--- src/design/prwf_pkg.sv ---
// ----------------------------------------------------------------------------
// prwf_pkg
// shared types and constants for the packet receive window filter
// ----------------------------------------------------------------------------
package prwf_pkg;

    localparam int KEY_W           = 16;
    localparam int SEQ_W           = 8;
    localparam int KIND_W          = 8;
    localparam int WIN_W           = 32;
    localparam int SHIFT_W         = $clog2(WIN_W);
    localparam int APB_ADDR_W      = 3;
    localparam int APB_DATA_W      = 32;
    localparam int QUEUE_DEPTH_DEF = 2;

    // register index, taken from paddr word bit
    typedef enum logic {
        REG_EXPECTED_KEY  = 1'b0,
        REG_ACK_TYPE_CODE = 1'b1
    } reg_idx_t;

    // header after classification by the front end
    typedef struct packed {
        logic             key_ok;
        logic             is_ack;
        logic             reliable_flag;
        logic [SEQ_W-1:0] sequence_number;
        logic [SEQ_W-1:0] first_payload_byte;
    } item_t;

    // one result item
    typedef struct packed {
        logic             discard;
        logic             duplicate;
        logic             send_ack;
        logic [SEQ_W-1:0] ack_out_sequence;
        logic             acked_valid;
        logic [SEQ_W-1:0] acked_sequence;
        logic [SEQ_W-1:0] newest_seen;
        logic [WIN_W-1:0] window_bits;
    } result_t;

endpackage

--- src/design/prwf_front.sv ---
// ----------------------------------------------------------------------------
// prwf_front
// input stage: takes a header, checks key and type, registers the class
// ----------------------------------------------------------------------------
module prwf_front (
    input  logic                          aclk,
    input  logic                          aresetn,
    input  logic [prwf_pkg::KEY_W-1:0]    expected_key,
    input  logic [prwf_pkg::KIND_W-1:0]   ack_type_code,
    input  logic                          s_valid,
    output logic                          s_ready,
    input  logic [prwf_pkg::KEY_W-1:0]    s_header_key,
    input  logic                          s_reliable_flag,
    input  logic [prwf_pkg::SEQ_W-1:0]    s_sequence_number,
    input  logic [prwf_pkg::KIND_W-1:0]   s_packet_kind,
    input  logic [prwf_pkg::SEQ_W-1:0]    s_first_payload_byte,
    output logic                          push_valid,
    input  logic                          push_ready,
    output prwf_pkg::item_t               push_item
);
    import prwf_pkg::*;

    logic  valid_reg;
    logic  valid_next;
    item_t item_reg;
    item_t item_next;
    logic  s_xfer;

    // stage frees up when empty or when its item moves into the queue
    assign s_ready    = !valid_reg || push_ready;
    assign s_xfer     = s_valid && s_ready;
    assign push_valid = valid_reg;
    assign push_item  = item_reg;

    // classify the incoming header
    always_comb begin
        item_next                    = item_reg;
        valid_next                   = valid_reg && !push_ready;
        if (s_xfer) begin
            item_next.key_ok             = (s_header_key == expected_key);
            item_next.is_ack             = (s_packet_kind == ack_type_code);
            item_next.reliable_flag      = s_reliable_flag;
            item_next.sequence_number    = s_sequence_number;
            item_next.first_payload_byte = s_first_payload_byte;
            valid_next                   = 1'b1;
        end
    end

    always_ff @(posedge aclk) begin
        if (!aresetn) begin
            valid_reg <= 1'b0;
        end else begin
            valid_reg <= valid_next;
        end
        item_reg <= item_next;
    end

endmodule

--- src/design/prwf_queue.sv ---
// ----------------------------------------------------------------------------
// prwf_queue
// small fifo between the front end and the window logic
// ----------------------------------------------------------------------------
module prwf_queue #(
    parameter int DEPTH = prwf_pkg::QUEUE_DEPTH_DEF
) (
    input  logic            aclk,
    input  logic            aresetn,
    input  logic            push_valid,
    output logic            push_ready,
    input  prwf_pkg::item_t push_item,
    output logic            pop_valid,
    input  logic            pop_ready,
    output prwf_pkg::item_t pop_item
);
    import prwf_pkg::*;

    localparam int PTR_W = (DEPTH > 1) ? $clog2(DEPTH) : 1;
    localparam int CNT_W = $clog2(DEPTH + 1);
    localparam logic [PTR_W-1:0] LAST_PTR = PTR_W'(DEPTH - 1);
    localparam logic [CNT_W-1:0] FULL_CNT = CNT_W'(DEPTH);

    item_t            mem [DEPTH];
    logic [PTR_W-1:0] wr_ptr_reg;
    logic [PTR_W-1:0] wr_ptr_next;
    logic [PTR_W-1:0] rd_ptr_reg;
    logic [PTR_W-1:0] rd_ptr_next;
    logic [CNT_W-1:0] count_reg;
    logic [CNT_W-1:0] count_next;
    logic             push;
    logic             pop;

    assign push_ready = (count_reg != FULL_CNT);
    assign pop_valid  = (count_reg != '0);
    assign pop_item   = mem[rd_ptr_reg];
    assign push       = push_valid && push_ready;
    assign pop        = pop_valid && pop_ready;

    // pointer and fill count update
    always_comb begin
        wr_ptr_next = wr_ptr_reg;
        rd_ptr_next = rd_ptr_reg;
        count_next  = count_reg;
        if (push) begin
            wr_ptr_next = (wr_ptr_reg == LAST_PTR) ? '0 : wr_ptr_reg + 1'b1;
        end
        if (pop) begin
            rd_ptr_next = (rd_ptr_reg == LAST_PTR) ? '0 : rd_ptr_reg + 1'b1;
        end
        if (push && !pop) begin
            count_next = count_reg + 1'b1;
        end else if (pop && !push) begin
            count_next = count_reg - 1'b1;
        end
    end

    always_ff @(posedge aclk) begin
        if (!aresetn) begin
            wr_ptr_reg <= '0;
            rd_ptr_reg <= '0;
            count_reg  <= '0;
        end else begin
            wr_ptr_reg <= wr_ptr_next;
            rd_ptr_reg <= rd_ptr_next;
            count_reg  <= count_next;
        end
    end

    // storage
    always_ff @(posedge aclk) begin
        if (push) begin
            mem[wr_ptr_reg] <= push_item;
        end
    end

endmodule

--- src/design/prwf_back.sv ---
// ----------------------------------------------------------------------------
// prwf_back
// window update and duplicate check, registered result output
// ----------------------------------------------------------------------------
module prwf_back (
    input  logic               aclk,
    input  logic               aresetn,
    input  logic               pop_valid,
    output logic               pop_ready,
    input  prwf_pkg::item_t    pop_item,
    output logic               m_valid,
    input  logic               m_ready,
    output prwf_pkg::result_t  result
);
    import prwf_pkg::*;

    logic [SEQ_W-1:0] newest_reg;
    logic [SEQ_W-1:0] newest_next;
    logic [WIN_W-1:0] bitmap_reg;
    logic [WIN_W-1:0] bitmap_next;
    logic             valid_reg;
    logic             valid_next;
    result_t          result_reg;
    result_t          result_next;

    logic [SEQ_W-1:0] ahead;
    logic [SEQ_W-1:0] behind;
    logic             is_newer;
    logic             big_gap;
    logic             in_window;
    logic [WIN_W-1:0] back_mask;
    logic             dup;
    logic             take;
    logic             win_op;

    assign pop_ready = !valid_reg || m_ready;
    assign take      = pop_valid && pop_ready;
    assign m_valid   = valid_reg;
    assign result    = result_reg;

    // wraparound distance to the newest sequence
    // a distance of exactly half the range is newer only when seq is below newest
    assign ahead     = pop_item.sequence_number - newest_reg;
    assign behind    = newest_reg - pop_item.sequence_number;
    assign is_newer  = (ahead != '0) &&
                       (!ahead[SEQ_W-1] ||
                        ((ahead[SEQ_W-2:0] == '0) &&
                         (pop_item.sequence_number < newest_reg)));
    assign big_gap   = (ahead[SEQ_W-1:SHIFT_W] != '0);
    assign in_window = (behind[SEQ_W-1:SHIFT_W] == '0);
    assign back_mask = {{(WIN_W-1){1'b0}}, 1'b1} << behind[SHIFT_W-1:0];
    assign win_op    = pop_item.key_ok && !pop_item.is_ack;
    assign dup       = win_op && !is_newer && in_window && ((bitmap_reg & back_mask) != '0);

    // next window state and result
    always_comb begin
        newest_next = newest_reg;
        bitmap_next = bitmap_reg;
        valid_next  = valid_reg && !m_ready;
        result_next = result_reg;
        if (take) begin
            if (win_op) begin
                if (is_newer) begin
                    newest_next = pop_item.sequence_number;
                    if (big_gap) begin
                        bitmap_next = {{(WIN_W-1){1'b0}}, 1'b1};
                    end else begin
                        bitmap_next = (bitmap_reg << ahead[SHIFT_W-1:0])
                                      | {{(WIN_W-1){1'b0}}, 1'b1};
                    end
                end else if (in_window) begin
                    bitmap_next = bitmap_reg | back_mask;
                end
            end
            valid_next                   = 1'b1;
            result_next.discard          = !pop_item.key_ok || dup;
            result_next.duplicate        = dup;
            result_next.send_ack         = pop_item.key_ok && pop_item.reliable_flag;
            result_next.ack_out_sequence = (pop_item.key_ok && pop_item.reliable_flag)
                                           ? pop_item.sequence_number : '0;
            result_next.acked_valid      = pop_item.key_ok && pop_item.is_ack;
            result_next.acked_sequence   = (pop_item.key_ok && pop_item.is_ack)
                                           ? pop_item.first_payload_byte : '0;
            result_next.newest_seen      = newest_next;
            result_next.window_bits      = bitmap_next;
        end
    end

    always_ff @(posedge aclk) begin
        if (!aresetn) begin
            newest_reg <= '0;
            bitmap_reg <= '0;
            valid_reg  <= 1'b0;
        end else begin
            newest_reg <= newest_next;
            bitmap_reg <= bitmap_next;
            valid_reg  <= valid_next;
        end
        result_reg <= result_next;
    end

endmodule

--- src/design/packet_receive_window_filter_unit.sv ---
// ----------------------------------------------------------------------------
// packet_receive_window_filter_unit
// receive filter with 32-entry sliding-window duplicate detection
// ----------------------------------------------------------------------------
// Usage:
//   s_* channel takes one parsed header per transfer (valid/ready).
//   m_* channel returns one result per header, in order (valid/ready).
//   APB port sets expected_key (0x0) and ack_type_code (0x4); write only
//   while no header is in flight.
// Timing:
//   a header passes the front register, a queue entry and the result
//   register, in that order, before m_valid rises. One header per cycle
//   is sustained while m_ready stays high; the window update
//   (subtract, shift, or-in) completes in the cycle the back end pops the queue.
// Stalls:
//   when m_ready is low the result register holds, the queue fills
//   (QUEUE_DEPTH entries) and then the front register; s_ready drops once
//   all are full. Each side stalls independently of the other.
// Reset:
//   synchronous active-low aresetn empties all stages, clears the newest
//   sequence and bitmap to 0 and both config registers to 0.
// ----------------------------------------------------------------------------
module packet_receive_window_filter_unit #(
    parameter int QUEUE_DEPTH = prwf_pkg::QUEUE_DEPTH_DEF
) (
    input  logic                               aclk,
    input  logic                               aresetn,
    // configuration
    input  logic                               psel,
    input  logic                               penable,
    input  logic                               pwrite,
    input  logic [prwf_pkg::APB_ADDR_W-1:0]    paddr,
    input  logic [prwf_pkg::APB_DATA_W-1:0]    pwdata,
    output logic [prwf_pkg::APB_DATA_W-1:0]    prdata,
    output logic                               pready,
    // header input
    input  logic                               s_valid,
    output logic                               s_ready,
    input  logic [prwf_pkg::KEY_W-1:0]         s_header_key,
    input  logic                               s_reliable_flag,
    input  logic [prwf_pkg::SEQ_W-1:0]         s_sequence_number,
    input  logic [prwf_pkg::KIND_W-1:0]        s_packet_kind,
    input  logic [prwf_pkg::SEQ_W-1:0]         s_first_payload_byte,
    // result output
    output logic                               m_valid,
    input  logic                               m_ready,
    output logic                               m_discard,
    output logic                               m_duplicate,
    output logic                               m_send_ack,
    output logic [prwf_pkg::SEQ_W-1:0]         m_ack_out_sequence,
    output logic                               m_acked_valid,
    output logic [prwf_pkg::SEQ_W-1:0]         m_acked_sequence,
    output logic [prwf_pkg::SEQ_W-1:0]         m_newest_seen,
    output logic [prwf_pkg::WIN_W-1:0]         m_window_bits
);
    import prwf_pkg::*;

    logic [KEY_W-1:0]  expected_key_reg;
    logic [KEY_W-1:0]  expected_key_next;
    logic [KIND_W-1:0] ack_type_code_reg;
    logic [KIND_W-1:0] ack_type_code_next;
    reg_idx_t          reg_idx;
    logic              cfg_wr;

    logic    push_valid;
    logic    push_ready;
    item_t   push_item;
    logic    pop_valid;
    logic    pop_ready;
    item_t   pop_item;
    result_t result;

    // config register file
    assign pready  = 1'b1;
    assign reg_idx = reg_idx_t'(paddr[2]);
    assign cfg_wr  = psel && penable && pwrite && pready;

    always_comb begin
        expected_key_next  = expected_key_reg;
        ack_type_code_next = ack_type_code_reg;
        prdata             = '0;
        unique case (reg_idx)
            REG_EXPECTED_KEY: begin
                prdata = APB_DATA_W'(expected_key_reg);
                if (cfg_wr) begin
                    expected_key_next = pwdata[KEY_W-1:0];
                end
            end
            REG_ACK_TYPE_CODE: begin
                prdata = APB_DATA_W'(ack_type_code_reg);
                if (cfg_wr) begin
                    ack_type_code_next = pwdata[KIND_W-1:0];
                end
            end
            default: begin
                prdata = '0;
            end
        endcase
    end

    always_ff @(posedge aclk) begin
        if (!aresetn) begin
            expected_key_reg  <= '0;
            ack_type_code_reg <= '0;
        end else begin
            expected_key_reg  <= expected_key_next;
            ack_type_code_reg <= ack_type_code_next;
        end
    end

    // front end: accept and classify
    prwf_front u_front (
        .aclk                 (aclk),
        .aresetn              (aresetn),
        .expected_key         (expected_key_reg),
        .ack_type_code        (ack_type_code_reg),
        .s_valid              (s_valid),
        .s_ready              (s_ready),
        .s_header_key         (s_header_key),
        .s_reliable_flag      (s_reliable_flag),
        .s_sequence_number    (s_sequence_number),
        .s_packet_kind        (s_packet_kind),
        .s_first_payload_byte (s_first_payload_byte),
        .push_valid           (push_valid),
        .push_ready           (push_ready),
        .push_item            (push_item)
    );

    // decoupling queue
    prwf_queue #(
        .DEPTH (QUEUE_DEPTH)
    ) u_queue (
        .aclk       (aclk),
        .aresetn    (aresetn),
        .push_valid (push_valid),
        .push_ready (push_ready),
        .push_item  (push_item),
        .pop_valid  (pop_valid),
        .pop_ready  (pop_ready),
        .pop_item   (pop_item)
    );

    // back end: window update and result register
    prwf_back u_back (
        .aclk      (aclk),
        .aresetn   (aresetn),
        .pop_valid (pop_valid),
        .pop_ready (pop_ready),
        .pop_item  (pop_item),
        .m_valid   (m_valid),
        .m_ready   (m_ready),
        .result    (result)
    );

    assign m_discard          = result.discard;
    assign m_duplicate        = result.duplicate;
    assign m_send_ack         = result.send_ack;
    assign m_ack_out_sequence = result.ack_out_sequence;
    assign m_acked_valid      = result.acked_valid;
    assign m_acked_sequence   = result.acked_sequence;
    assign m_newest_seen      = result.newest_seen;
    assign m_window_bits      = result.window_bits;

    // a duplicate is always discarded
    assert property (@(posedge aclk) disable iff (!aresetn)
        m_valid && m_duplicate |-> m_discard)
        else $error("duplicate result not discarded");

    // an acknowledgement never touches the window, so it is never a duplicate
    assert property (@(posedge aclk) disable iff (!aresetn)
        m_valid && m_acked_valid |-> !m_duplicate)
        else $error("ack packet flagged as duplicate");

    // no ack requested means a zero ack sequence
    assert property (@(posedge aclk) disable iff (!aresetn)
        m_valid && !m_send_ack |-> (m_ack_out_sequence == '0))
        else $error("ack sequence set without send_ack");

    // input backpressure only when the whole pipeline is full
    assert property (@(posedge aclk) disable iff (!aresetn)
        !s_ready |-> (push_valid && !push_ready && pop_valid && m_valid))
        else $error("s_ready low while a stage has room");

endmodule

--- config.mk ---
export PLATFORM = sky130hd
export DESIGN_NAME = packet_receive_window_filter_unit
export DESIGN_NICKNAME = d
export VERILOG_FILES = /design/src/design/prwf_pkg.sv /design/src/design/prwf_front.sv /design/src/design/prwf_queue.sv /design/src/design/prwf_back.sv /design/src/design/packet_receive_window_filter_unit.sv
export SDC_FILE = /design/constraint.sdc
export NUM_CORES = 1
export LEC_CHECK = 0
export BUFFER_PORTS_ARGS = -buffer_cell sky130_fd_sc_hd__buf_4
export CORE_UTILIZATION = 55
export CTS_BUF_LIST = sky130_fd_sc_hd__clkbuf_2
export DETAILED_ROUTE_END_ITERATION = 10
export PLACE_DENSITY = 0.85
export SLEW_MARGIN = 20
export SYNTH_ARGS = -nofsm -noshare
export SYNTH_HDL_FRONTEND = slang
export SYNTH_SLANG_ARGS = --single-unit
--- constraint.sdc ---
create_clock -name aclk -period 8.5 [get_ports aclk]
set_input_delay 1.7 -clock aclk [delete_from_list [all_inputs] [get_ports aclk]]
set_output_delay 1.7 -clock aclk [all_outputs]
set_load 0.05 [all_outputs]
==> results.py <==
metrics = {
    "pwr": {
        "p_total_w": 0.004128,
        "peakVddDrop_v": 0.0002148,
        "p_leak_nw": 4.471,
        "p_per_area_nw_per_um2": 337.5,
    },
    "clock_tree": {
        "cts_tree": "yes",
        "cts_num_sinks": 188,
        "clkLatencyLatePin_ps": 850,
        "cts_inserted_buffers": 17,
        "cts_resized": 0,
        "root_buffer": "clkbuf_2",
        "h-tree-depth": 4,
        "clockBufferDepth": 2,
        "clk_pin_slew_ps": 350,
        "cts_setup_buffers": 0,
        "cts_hold_buf": 0,
    },
    "flow_run": {
        "drv_cap": 0,
    },
    "layout": {
        "fin_util": 0.6452,
        "area_growth_pct": 13.27,
        "largest_reg_flops": 60,
        "final_cell_mix": "buf_4 (153), nand2_1 (124), edfxtp_1 (117)",
        "nNetsFinal": 1238,
        "final_common_cell": "buf_4",
        "drive_gt1_frac": 0.2511,
    },
    "drt": {
        "routed-via-count": 8745,
        "wl_per_cell_um": 19.51,
        "dr.pass1.iters": 5,
        "drtIter0Drc": 891,
        "antenna_left": 0,
        "drc": 0,
        "drt_wl_total_um": 27460,
        "via_per_inst": 6.211,
    },
    "die": {
        "dieHeight_um": 142.1,
        "dieArea_um2": 20200,
        "core_area_um2": 18960,
        "rows": 50,
        "die_w_um": 142.1,
        "initial_utilization": 0.5696,
        "ios": 178,
    },
    "global_routing": {
        "grt_pass1_vias": 8158,
        "grtUsageTotal": 0.2785,
        "antenna_found_initial": 1,
        "grt_first_pass_wirelength_um": 43250,
        "grt_start_max_net_pins": 64,
        "gr-total-overflow": 0,
    },
    "timing": {
        "totalNegativeSetupSlack_ps": 0,
        "grt_setup_unrepaired": "false",
        "setup_viol": 0,
        "period_share": 0.7104,
        "period_needed_ps": 6039,
        "finalMaxSlewViolations": 0,
        "hold_viol_final": 0,
        "finClkSkew_ps": 52.46,
        "slew_headroom": 0.2828,
        "max_freq_mhz": 165.6,
        "max_slew.worst_pin.slew_ps": 1068,
        "whs_ps": 493.5,
    },
    "worst_setup_path": {
        "cpLargestDelayFamily": "simple AND/OR/NAND/NOR gates",
        "crit_path_start_kind": "register",
        "cp_cell_sequence": "mux2i_1 -> inv_1 -> fa_1 -> and3_4 -> or3_4 -> and2_1 -> or4_4 -> mux2i_4 -> buf_4 -> a211oi_1 -> a21oi_1",
        "cp_slowest_stage_delay_ps": 1110,
        "critPathArrivalTime_ps": 6710,
        "worstPathMaxFanout": 63,
        "required_ps": 9170,
        "endpoint_kind": "register",
        "path_buf_inv": 2,
        "cp_slowest_cell": "dfxtp_1",
        "critPathKind": "reg -> reg",
    },
    "yosys": {
        "yosysSeqAreaShare": 0.4570,
        "synth.largest_area_cell": "edfxtp_1",
        "yosys_warnings": 0,
        "yosysTopAreaCellShare": 0.3254,
        "postSynthCellCount": 1032,
        "synth_edf_count": 117,
        "synth.area.top_cells": "edfxtp_1 (33%), dfxtp_1 (13%), mux4_2 (6.5%)",
        "synth_ff_type": "edfxtp_1",
        "netlist_area_um2": 10800,
        "yosys_register_bits": 188,
        "async_flop_share": 0,
        "syn_avg_cell_area_um2": 10.46,
        "yosysUniqueCellTypes": 69,
    },
    "min_path": {
        "hold_path.class": "reg -> reg",
    },
    "placement": {
        "port_buffers": 142,
        "place.gp.congestion": 0.9714,
        "place_hpwl_um": 19450,
    },
    "outcome": {
        "status": "finished clean",
    },
}
Yosys cell counts, types with 4 or more instances:
| library cell | n |
|---|---|
| o31ai_1 | 4 |
| ha_1 | 19 |
| a311oi_1 | 7 |
| and3_1 | 10 |
| nor4_1 | 4 |
| a211oi_2 | 30 |
| nor2b_1 | 14 |
| xor2_1 | 7 |
| dfxtp_1 | 71 |
| buf_1 | 7 |
| o21a_1 | 4 |
| and2_1 | 5 |
| nand2_1 | 124 |
| mux2i_1 | 39 |
| or2_2 | 4 |
| buf_2 | 8 |
| mux2_2 | 20 |
| nand3_1 | 19 |
| inv_1 | 28 |
| buf_6 | 8 |
| buf_4 | 23 |
| o211ai_1 | 8 |
| nor2_1 | 75 |
| nand2b_1 | 8 |
| nor3_1 | 19 |
| a211oi_1 | 41 |
| a32oi_1 | 4 |
| a21boi_0 | 4 |
| clkbuf_1 | 39 |
| o21ai_0 | 50 |
| edfxtp_1 | 117 |
| xnor2_1 | 29 |
| mux4_2 | 31 |
| a22oi_1 | 4 |
| nand4_1 | 10 |
| a21oi_1 | 83 |
| a21o_1 | 6 |
where the power goes:
group,switching [W],leakage (nW),internal [W],total [W]
Sequential,0.000119,1.70,0.00122,0.00134
Combinational,0.00155,2.59,0.000692,0.00224
Clock,0.000411,0.183,0.000135,0.000547
final cells by class:
class	count	area [µm²]
antenna	1	2.502
clock buffer	17	85.08
clock inverter	15	240.2
fill	1516	6725
inverter	29	108.9
multi-input combinational	745	5385
sequential	188	4935
tap	260	325.3
timing repair buffer	153	1149
worst register-to-register path, delay by kind of cell, from the launching register on:
kind                     cells  cell delay, ps
AND/OR/NAND/NOR              4            1700
multiplexers                 2            1150
flip-flops                   1            1110
buffers and inverters        2             810
adder cells (fa/ha/maj)      1             630
AO/OA/AOI/OAI                2             500
final timing paths:
kind                              start  cells past startpoint  slack [ps]                 end
hold reg to reg   u_front.push_item[16]                      0         490  u_queue.mem[0][16]
setup reg to reg               register                     11        2460   u_back.result[28]
hold / removal    u_front.push_item[16]                      0         490  u_queue.mem[0][16]
setup / recovery               register                     11        2460   u_back.result[28]
per-layer routing:
| layer | GRT usage | wire length (µm) | vias up |
|---|---|---|---|
| li1 | - | - | 4026 |
| met1 | 0.3500 | 10730 | 4177 |
| met2 | 0.4538 | 13160 | 466 |
| met3 | 0.07335 | 2634 | 76 |
| met4 | 0.1194 | 947 | 0 |
| met5 | 0 | 0 | - |
cell families after synthesis:
group                    Yosys count  synth area share
other                              2         0.0006955
AND/OR/NAND/NOR                  311            0.1334
AO/OA/AOI/OAI                    268            0.1740
buffers and inverters            114           0.05411
adder cells (fa/ha/maj)           21           0.02572
XOR/XNOR                          36           0.02920
flip-flops                       188            0.4570
multiplexers                      92            0.1258
metrics by stage:
step                      setup WS (ps)  cell area, µm²  instances
after floorplan                    3494           10850       1047
after global routing               2083           12230       1408
after CTS                          2472           12220       1407
after global placement             2652           11890       1375
final                              2461           12230       1408
after detailed placement           2548           11890       1375
Power figures use the tool's default switching activity.
